--- src/rtl/sfr_pkg.sv ---
// Shared types and constants for the stream find-and-replace unit.
`timescale 1ns / 1ps

package sfr_pkg;

    localparam int MAX_PATTERN_BYTES_DEF = 8;
    localparam int REG_BYTES             = 8;
    localparam int QUEUE_DEPTH_DEF       = 2;
    localparam int CFG_IDX_W             = 3;
    localparam int CFG_DATA_W            = 64;
    localparam int LEN_W                 = 4;

    localparam logic [CFG_IDX_W-1:0] REG_PATTERN_BYTES = 3'd0;
    localparam logic [CFG_IDX_W-1:0] REG_PATTERN_LEN   = 3'd1;
    localparam logic [CFG_IDX_W-1:0] REG_REPLACE_BYTES = 3'd2;
    localparam logic [CFG_IDX_W-1:0] REG_REPLACE_LEN   = 3'd3;

    typedef struct packed {
        logic [7:0] in_byte;
        logic       in_last;
    } in_t;

    typedef struct packed {
        logic [7:0] out_byte;
        logic       out_valid;
        logic       out_last;
    } out_t;

    typedef struct packed {
        logic [REG_BYTES*8-1:0] bytes;
        logic [LEN_W-1:0]       count;
        logic                   last;
    } cmd_t;

endpackage

--- src/rtl/sfr_front.sv ---
// Front end: configuration registers, match window and command generation.
`timescale 1ns / 1ps

module sfr_front #(
    parameter int MAX_PATTERN_BYTES = sfr_pkg::MAX_PATTERN_BYTES_DEF
) (
    input  logic                             aclk,
    input  logic                             aresetn,
    input  logic                             cfg_we,
    input  logic [sfr_pkg::CFG_IDX_W-1:0]    cfg_index,
    input  logic [sfr_pkg::CFG_DATA_W-1:0]   cfg_wdata,
    input  logic                             in_fire,
    input  sfr_pkg::in_t                     in_data,
    output logic                             cmd_push,
    output sfr_pkg::cmd_t                    cmd_data
);

    localparam int LEN_CAP = (MAX_PATTERN_BYTES < sfr_pkg::REG_BYTES) ?
                             MAX_PATTERN_BYTES : sfr_pkg::REG_BYTES;
    localparam int CNT_W   = $clog2(LEN_CAP + 1);
    localparam int LW      = sfr_pkg::LEN_W;

    logic [63:0]    pat_bytes_reg, pat_bytes_next;
    logic [LW-1:0]  pat_len_reg, pat_len_next;
    logic [63:0]    rep_bytes_reg, rep_bytes_next;
    logic [LW-1:0]  rep_len_reg, rep_len_next;
    logic [CNT_W-1:0] cnt_reg, cnt_next;
    logic [7:0]     win_reg [LEN_CAP];
    logic [7:0]     win_next [LEN_CAP];

    logic [7:0]     app [LEN_CAP];
    logic [7:0]     shifted [LEN_CAP];
    logic [LW-1:0]  plen4, rlen4;
    logic [CNT_W-1:0] plen, cnt_eff, cnt_inc;
    logic           full, hit;

    always_comb begin
        if (pat_len_reg == '0) begin
            plen4 = LW'(1);
        end else if (pat_len_reg > LW'(LEN_CAP)) begin
            plen4 = LW'(LEN_CAP);
        end else begin
            plen4 = pat_len_reg;
        end
        if (rep_len_reg > LW'(LEN_CAP)) begin
            rlen4 = LW'(LEN_CAP);
        end else begin
            rlen4 = rep_len_reg;
        end
    end

    assign plen    = CNT_W'(plen4);
    assign cnt_eff = (cnt_reg >= plen) ? '0 : cnt_reg;
    assign cnt_inc = cnt_eff + CNT_W'(1);
    assign full    = (cnt_inc == plen);

    always_comb begin
        for (int i = 0; i < LEN_CAP; i++) begin
            app[i] = (CNT_W'(i) == cnt_eff) ? in_data.in_byte : win_reg[i];
        end
        for (int i = 0; i < LEN_CAP - 1; i++) begin
            shifted[i] = app[i + 1];
        end
        shifted[LEN_CAP-1] = app[LEN_CAP-1];
        hit = 1'b1;
        for (int i = 0; i < LEN_CAP; i++) begin
            if ((CNT_W'(i) < plen) && (app[i] != pat_bytes_reg[8*i +: 8])) begin
                hit = 1'b0;
            end
        end
    end

    always_comb begin
        cmd_data       = '0;
        cmd_data.last  = in_data.in_last;
        if (full && hit) begin
            cmd_data.bytes = rep_bytes_reg;
            cmd_data.count = rlen4;
        end else begin
            for (int i = 0; i < LEN_CAP; i++) begin
                cmd_data.bytes[8*i +: 8] = app[i];
            end
            if (in_data.in_last) begin
                cmd_data.count = LW'(cnt_inc);
            end else begin
                cmd_data.count = LW'(1);
            end
        end
        cmd_push = in_fire &&
                   (in_data.in_last || (full && (!hit || (rlen4 != '0))));
    end

    always_comb begin
        pat_bytes_next = pat_bytes_reg;
        pat_len_next   = pat_len_reg;
        rep_bytes_next = rep_bytes_reg;
        rep_len_next   = rep_len_reg;
        cnt_next       = cnt_reg;
        win_next       = win_reg;
        if (in_fire) begin
            if (full) begin
                win_next = shifted;
            end else begin
                win_next = app;
            end
            if (in_data.in_last || (full && hit)) begin
                cnt_next = '0;
            end else if (full) begin
                cnt_next = cnt_eff;
            end else begin
                cnt_next = cnt_inc;
            end
        end
        if (cfg_we) begin
            case (cfg_index)
                sfr_pkg::REG_PATTERN_BYTES: begin
                    pat_bytes_next = cfg_wdata;
                    cnt_next       = '0;
                end
                sfr_pkg::REG_PATTERN_LEN: begin
                    pat_len_next = cfg_wdata[LW-1:0];
                    cnt_next     = '0;
                end
                sfr_pkg::REG_REPLACE_BYTES: begin
                    rep_bytes_next = cfg_wdata;
                end
                sfr_pkg::REG_REPLACE_LEN: begin
                    rep_len_next = cfg_wdata[LW-1:0];
                end
                default: begin
                end
            endcase
        end
    end

    always_ff @(posedge aclk) begin
        if (!aresetn) begin
            pat_bytes_reg <= '0;
            pat_len_reg   <= LW'(1);
            rep_bytes_reg <= '0;
            rep_len_reg   <= '0;
            cnt_reg       <= '0;
        end else begin
            pat_bytes_reg <= pat_bytes_next;
            pat_len_reg   <= pat_len_next;
            rep_bytes_reg <= rep_bytes_next;
            rep_len_reg   <= rep_len_next;
            cnt_reg       <= cnt_next;
        end
    end

    always_ff @(posedge aclk) begin
        win_reg <= win_next;
    end

endmodule

--- src/rtl/sfr_queue.sv ---
// Command queue between the front end and the output sequencer.
`timescale 1ns / 1ps

module sfr_queue #(
    parameter int DEPTH = sfr_pkg::QUEUE_DEPTH_DEF
) (
    input  logic          aclk,
    input  logic          aresetn,
    input  logic          push,
    input  sfr_pkg::cmd_t push_data,
    input  logic          pop,
    output sfr_pkg::cmd_t pop_data,
    output logic          full,
    output logic          empty
);

    localparam int PTR_W = (DEPTH > 1) ? $clog2(DEPTH) : 1;
    localparam int CNT_W = $clog2(DEPTH + 1);

    sfr_pkg::cmd_t    mem_reg [DEPTH];
    logic [PTR_W-1:0] wptr_reg, wptr_next;
    logic [PTR_W-1:0] rptr_reg, rptr_next;
    logic [CNT_W-1:0] cnt_reg, cnt_next;
    logic             do_push, do_pop;

    assign full     = (cnt_reg == CNT_W'(DEPTH));
    assign empty    = (cnt_reg == '0);
    assign do_push  = push && !full;
    assign do_pop   = pop && !empty;
    assign pop_data = mem_reg[rptr_reg];

    always_comb begin
        wptr_next = wptr_reg;
        rptr_next = rptr_reg;
        cnt_next  = cnt_reg;
        if (do_push) begin
            wptr_next = (wptr_reg == PTR_W'(DEPTH - 1)) ? '0 : wptr_reg + PTR_W'(1);
        end
        if (do_pop) begin
            rptr_next = (rptr_reg == PTR_W'(DEPTH - 1)) ? '0 : rptr_reg + PTR_W'(1);
        end
        if (do_push && !do_pop) begin
            cnt_next = cnt_reg + CNT_W'(1);
        end else if (do_pop && !do_push) begin
            cnt_next = cnt_reg - CNT_W'(1);
        end
    end

    always_ff @(posedge aclk) begin
        if (!aresetn) begin
            wptr_reg <= '0;
            rptr_reg <= '0;
            cnt_reg  <= '0;
        end else begin
            wptr_reg <= wptr_next;
            rptr_reg <= rptr_next;
            cnt_reg  <= cnt_next;
        end
    end

    always_ff @(posedge aclk) begin
        if (do_push) begin
            mem_reg[wptr_reg] <= push_data;
        end
    end

endmodule

--- src/rtl/sfr_back.sv ---
// Back end: expands queued commands into output transactions.
`timescale 1ns / 1ps

module sfr_back (
    input  logic          aclk,
    input  logic          aresetn,
    input  logic          q_empty,
    input  sfr_pkg::cmd_t q_data,
    output logic          q_pop,
    output logic          m_valid,
    input  logic          m_ready,
    output sfr_pkg::out_t m_data
);

    localparam int LW    = sfr_pkg::LEN_W;
    localparam int IDX_W = $clog2(sfr_pkg::REG_BYTES);

    sfr_pkg::cmd_t cmd_reg, cmd_next;
    logic          busy_reg, busy_next;
    logic [LW-1:0] idx_reg, idx_next;
    logic          final_elem, take;

    assign final_elem = (cmd_reg.count == '0) || ((idx_reg + LW'(1)) == cmd_reg.count);
    assign take       = !busy_reg || (m_ready && final_elem);
    assign q_pop      = take && !q_empty;
    assign m_valid    = busy_reg;

    always_comb begin
        m_data.out_valid = (cmd_reg.count != '0);
        m_data.out_byte  = m_data.out_valid ? cmd_reg.bytes[8*idx_reg[IDX_W-1:0] +: 8] : 8'd0;
        m_data.out_last  = cmd_reg.last && final_elem;
    end

    always_comb begin
        cmd_next  = cmd_reg;
        busy_next = busy_reg;
        idx_next  = idx_reg;
        if (take) begin
            busy_next = !q_empty;
            cmd_next  = q_data;
            idx_next  = '0;
        end else if (m_ready) begin
            idx_next = idx_reg + LW'(1);
        end
    end

    always_ff @(posedge aclk) begin
        if (!aresetn) begin
            busy_reg <= 1'b0;
            idx_reg  <= '0;
        end else begin
            busy_reg <= busy_next;
            idx_reg  <= idx_next;
        end
    end

    always_ff @(posedge aclk) begin
        cmd_reg <= cmd_next;
    end

endmodule

--- src/rtl/stream_find_replace_unit.sv ---
// Top level of the stream find-and-replace unit.
// Path: with the output sequencer idle, the command for a byte is registered in the
// command queue and then in the sequencer's command register, which offers its first result.
// Throughput: one input byte per cycle; a command of n results holds the output
// sequencer until all n are taken, and input stalls once the command queue is full.
// Reset: synchronous active-low aresetn clears the queue, window count and
// registers (pattern length 1, all else 0); window bytes are not reset.
`timescale 1ns / 1ps

module stream_find_replace_unit #(
    parameter int MAX_PATTERN_BYTES = sfr_pkg::MAX_PATTERN_BYTES_DEF,
    parameter int QUEUE_DEPTH       = sfr_pkg::QUEUE_DEPTH_DEF
) (
    input  logic                           aclk,
    input  logic                           aresetn,
    input  logic                           cfg_we,
    input  logic [sfr_pkg::CFG_IDX_W-1:0]  cfg_index,
    input  logic [sfr_pkg::CFG_DATA_W-1:0] cfg_wdata,
    input  logic                           s_valid,
    output logic                           s_ready,
    input  sfr_pkg::in_t                   s_data,
    output logic                           m_valid,
    input  logic                           m_ready,
    output sfr_pkg::out_t                  m_data
);

    logic          cmd_push, q_pop, q_full, q_empty;
    sfr_pkg::cmd_t cmd_data, q_data;

    assign s_ready = !q_full;

    sfr_front #(
        .MAX_PATTERN_BYTES(MAX_PATTERN_BYTES)
    ) u_front (
        .aclk     (aclk),
        .aresetn  (aresetn),
        .cfg_we   (cfg_we),
        .cfg_index(cfg_index),
        .cfg_wdata(cfg_wdata),
        .in_fire  (s_valid && s_ready),
        .in_data  (s_data),
        .cmd_push (cmd_push),
        .cmd_data (cmd_data)
    );

    sfr_queue #(
        .DEPTH(QUEUE_DEPTH)
    ) u_queue (
        .aclk     (aclk),
        .aresetn  (aresetn),
        .push     (cmd_push),
        .push_data(cmd_data),
        .pop      (q_pop),
        .pop_data (q_data),
        .full     (q_full),
        .empty    (q_empty)
    );

    sfr_back u_back (
        .aclk   (aclk),
        .aresetn(aresetn),
        .q_empty(q_empty),
        .q_data (q_data),
        .q_pop  (q_pop),
        .m_valid(m_valid),
        .m_ready(m_ready),
        .m_data (m_data)
    );

    a_no_overflow: assert property (@(posedge aclk) disable iff (!aresetn)
        !(cmd_push && q_full))
        else $error("command pushed into a full queue");

    a_marker_last: assert property (@(posedge aclk) disable iff (!aresetn)
        m_valid |-> (m_data.out_valid || m_data.out_last))
        else $error("empty marker without last flag");

    a_reset_idle: assert property (@(posedge aclk)
        !aresetn |=> !m_valid)
        else $error("output valid right after reset");

endmodule
--- config.mk ---
export PLATFORM = sky130hd
export DESIGN_NAME = stream_find_replace_unit
export DESIGN_NICKNAME = d
export VERILOG_FILES = /design/src/rtl/sfr_pkg.sv /design/src/rtl/sfr_front.sv /design/src/rtl/sfr_queue.sv /design/src/rtl/sfr_back.sv /design/src/rtl/stream_find_replace_unit.sv
export SDC_FILE = /design/constraint.sdc
export NUM_CORES = 1
export LEC_CHECK = 0
export BUFFER_PORTS_ARGS = -buffer_cell sky130_fd_sc_hd__buf_2
export CORE_UTILIZATION = 55
export DETAILED_ROUTE_END_ITERATION = 10
export PLACE_DENSITY = 0.76
export SYNTH_ARGS = -nofsm -noshare
export SYNTH_HDL_FRONTEND = slang
export SYNTH_SLANG_ARGS = --single-unit
--- constraint.sdc ---
create_clock -name aclk -period 7.4 [get_ports aclk]
set_clock_uncertainty 0.1 [all_clocks]
set_input_delay 1.11 -clock aclk [delete_from_list [all_inputs] [get_ports aclk]]
set_output_delay 1.11 -clock aclk [all_outputs]
set_load 0.01 [all_outputs]
==> reports/results.tsv <==
stage	metric	value	unit
synth	synth warn	0	
timing	# setup viols final	0	
timing	Final Hold Viols	0	
clock_tree	H-tree Lvls	2	
timing	TNS Setup	0	ns
job	Max-Cap Viols	0	
cells_and_area	layout cells sized above 1	17.71	%
power_and_ir_drop	P_leak	7.734	nW
worst_setup_path	WP data arrival	6.40	ns
synth	Async SR Flop Fraction	0	%
worst_setup_path	CP endpoint kind	flip-flop	
worst_setup_path	slowest library cell on the worst path	or3_2	
timing	unrepaired setup endpoints after global routing	no	
global_route	vias in the first global route	12530	
clock_tree	hold buffers post-CTS	0	
worst_setup_path	crit-path leading delay family	simple AND/OR/NAND/NOR gates	
synth	Mapped Cells	1643	
synth	Syn Nets	1734	
clock_tree	Setup Fix Bufs, Post-CTS	0	
routing	Initial DRC Count	1380	
clock_tree	Max clock buf depth	3	
place	Port Buffer Count	92	
timing	final slew viol count	0	
synth	Post-synth EDFFs	271	
routing	DRC viols	0	
place	DP HPWL	31.92	mm
power_and_ir_drop	total power per unit cell area	330.6	nW/um^2
clock_tree	clock root cell	clkbuf_16	
cells_and_area	antenna cells	0	
die	IO Pins	93	
worst_setup_path	Required @ worst endpoint	7.59	ns
worst_setup_path	CP Class	reg -> reg	
die	die area	35120	um^2
clock_tree	Clock Latency Late Sink	0.55	ns
worst_setup_path	Buf/Inv on CP	2	
clock_tree	CTS tree	built	
routing	DRT Pass-1 Iters	7	
routing	via count	12910	
synth	top cell type by total area after synthesis	edfxtp_1	
clock_tree	clock transition at the registers of the reported paths	0.06	ns
min_path	Worst Hold Class	reg -> reg	
die	Die Height	187.4	um
global_route	remaining global-route overflow	0	
global_route	largest net degree at the start of global routing	75	
place	GPL Wtd Cong	0.9569	
clock_tree	cts bufs inserted	42	
timing	Fmax	161.2	MHz
synth	commonest cells in the synthesized netlist	nand2_1, edfxtp_1, dfxtp_1	
synth	Synth Flop Type	edfxtp_1	
cells_and_area	number of flip-flops in the largest register	138	
worst_setup_path	Worst Path Max Fanout	42	
power_and_ir_drop	Max IR drop VDD	0.0001633	V
die	Core Region	33700	um^2
synth	Synth Register Bits	420	
place	Area after DPL	19640	um^2
routing	wire length per cell	21.93	um
cells_and_area	post-layout instance area	21020	um^2
synth	post-synthesis sequential area ratio	58.81	%
timing	max_slew headroom	14.94	%
global_route	global-route wire length before repair	73.60	mm
worst_setup_path	CP peak stage delay	0.95	ns
clock_tree	PostCTS Resize Cnt	0	
timing	worst slew pin tran	1.276	ns
cells_and_area	growth of design area from synthesis to finish	11.18	%
die	Starting Density	56.11	%
synth	post-synth design cell area	18910	um^2
status	status	complete, no violations	
global_route	antenna violations before repair	2	
synth	Synth cell types	58	
timing	Final period util	83.85	%
synth	top area cells in the synthesized netlist	edfxtp_1, dfxtp_1, nand2_1	
routing	antenna viol nets, final	0	
timing	min cycle time layout	6.205	ns
synth	top-count cell post-synth	nand2_1	
synth	Syn Area/Cell	11.51	um^2
die	die width	187.4	um
global_route	all-layer global routing usage	27.17	%
worst_setup_path	worst-path cell chain	inv_1, nand2_1, ha_1, nor3b_2, or2_2, and2_1, nand2_1, ha_1, nand2_2, mux2i_1, xor2_1, nand4_1, nor4_1, a41oi_1, or3_2, buf_4, mux2_4	
cells_and_area	Final nets	1786	
synth	post-synth top area share	43.04	%
worst_setup_path	Worst setup SP type	flip-flop	
die	Core Rows	67	
clock_tree	Sink Count	420	
routing	Via density	5.935	
routing	wirelength, routed	47.72	mm
==> kinds of logic (layout without fill, tap and decap cells) <==
family / after synthesis / count (layout) / synth area share (%)
AOI/OAI and AO/OA: 298 / 298 / 10.65
xor gates and xnor gates: 77 / 77 / 3.567
adders and majority gates: 10 / 10 / 0.6617
buffers and inverters: 132 / 217 / 3.018
DFF: 420 / 420 / 58.81
muxes: 193 / 193 / 12.10
and+or+nand+nor: 513 / 513 / 11.18
==> area by class of cell <==
class	instances	area [um^2]
fillers	2674	12680
flip-flops and latches	420	11120
multi-input cells	1091	7249
clock buffers	72	1326
repair buffers	105	583.1
well taps	448	560.5
inverters	35	131.4
clock inverters	5	47.55
==> final timing paths <==
kind	start	slack (ns)	to	cells past startpoint
worst max-delay path	u_front.pat_len_reg[3]	1.19	u_queue.mem_reg[1][43]	17
worst max register to register	u_front.pat_len_reg[3]	1.19	u_queue.mem_reg[1][43]	17
worst min-delay path	u_front.pat_bytes_reg[59]	0.37	u_front.pat_bytes_reg[59]	2
worst min register to register	u_front.pat_bytes_reg[59]	0.37	u_front.pat_bytes_reg[59]	2
==> stage by stage <==
step	util (%)	cells	total power, mW	setup WS [ns]	hold slack, ns
6_report	62.38	2176	6.951	1.195	0.3659
5_1_grt	62.38	2176	7.205	0.8399	0.3908
4_1_cts	62.36	2175	6.964	1.246	0.3673
3_5_place_dp	58.29	2098	4.884	1.270	0.3579
3_3_place_gp	58.29	2098	4.828	1.361	0.3521
2_1_floorplan	-	1643	4.363	0.5125	0.3410
==> metal layers <==
metal	up-vias	wire length, um	global-route usage [%]
met5	-	27	0
met4	4	1062	7.567
met3	79	3936	5.310
met2	556	22090	42.55
met1	6315	20600	38.66
li1	5960	-	-
==> layout by cell type, fill, tap and decap left out, types with 13 or more instances in the layout <==
master and count:
a21boi_0 132, xnor2_1 30, mux2_2 86, dfxtp_1 147
nand2_1 289, nor2_1 144, clkbuf_1 16, clkbuf_16 44
mux4_2 16, xor2_1 47, a21oi_1 78, mux2i_1 81
inv_1 33, edfxtp_1 271, buf_2 92, o22ai_1 40
nand4_1 13
==> worst register-to-register path, stage by stage, from the launching register on <==
cell     delay [ns]
dfxtp_1        0.35
inv_1          0.20
nand2_1        0.17
ha_1           0.27
nor3b_2        0.36
or2_2          0.19
and2_1         0.13
nand2_1        0.18
ha_1           0.33
nand2_2        0.31
mux2i_1        0.52
xor2_1         0.21
nand4_1        0.14
nor4_1         0.51
a41oi_1        0.24
or3_2          0.95
buf_4          0.45
mux2_4         0.36
==> report_power, final <==
part,switching (mW),internal (mW)
Clock,0.872,1.22
Sequential,0.223,3.19
Combinational,0.858,0.589
Total,1.95,5.00
Power figures use the tool's default switching activity.
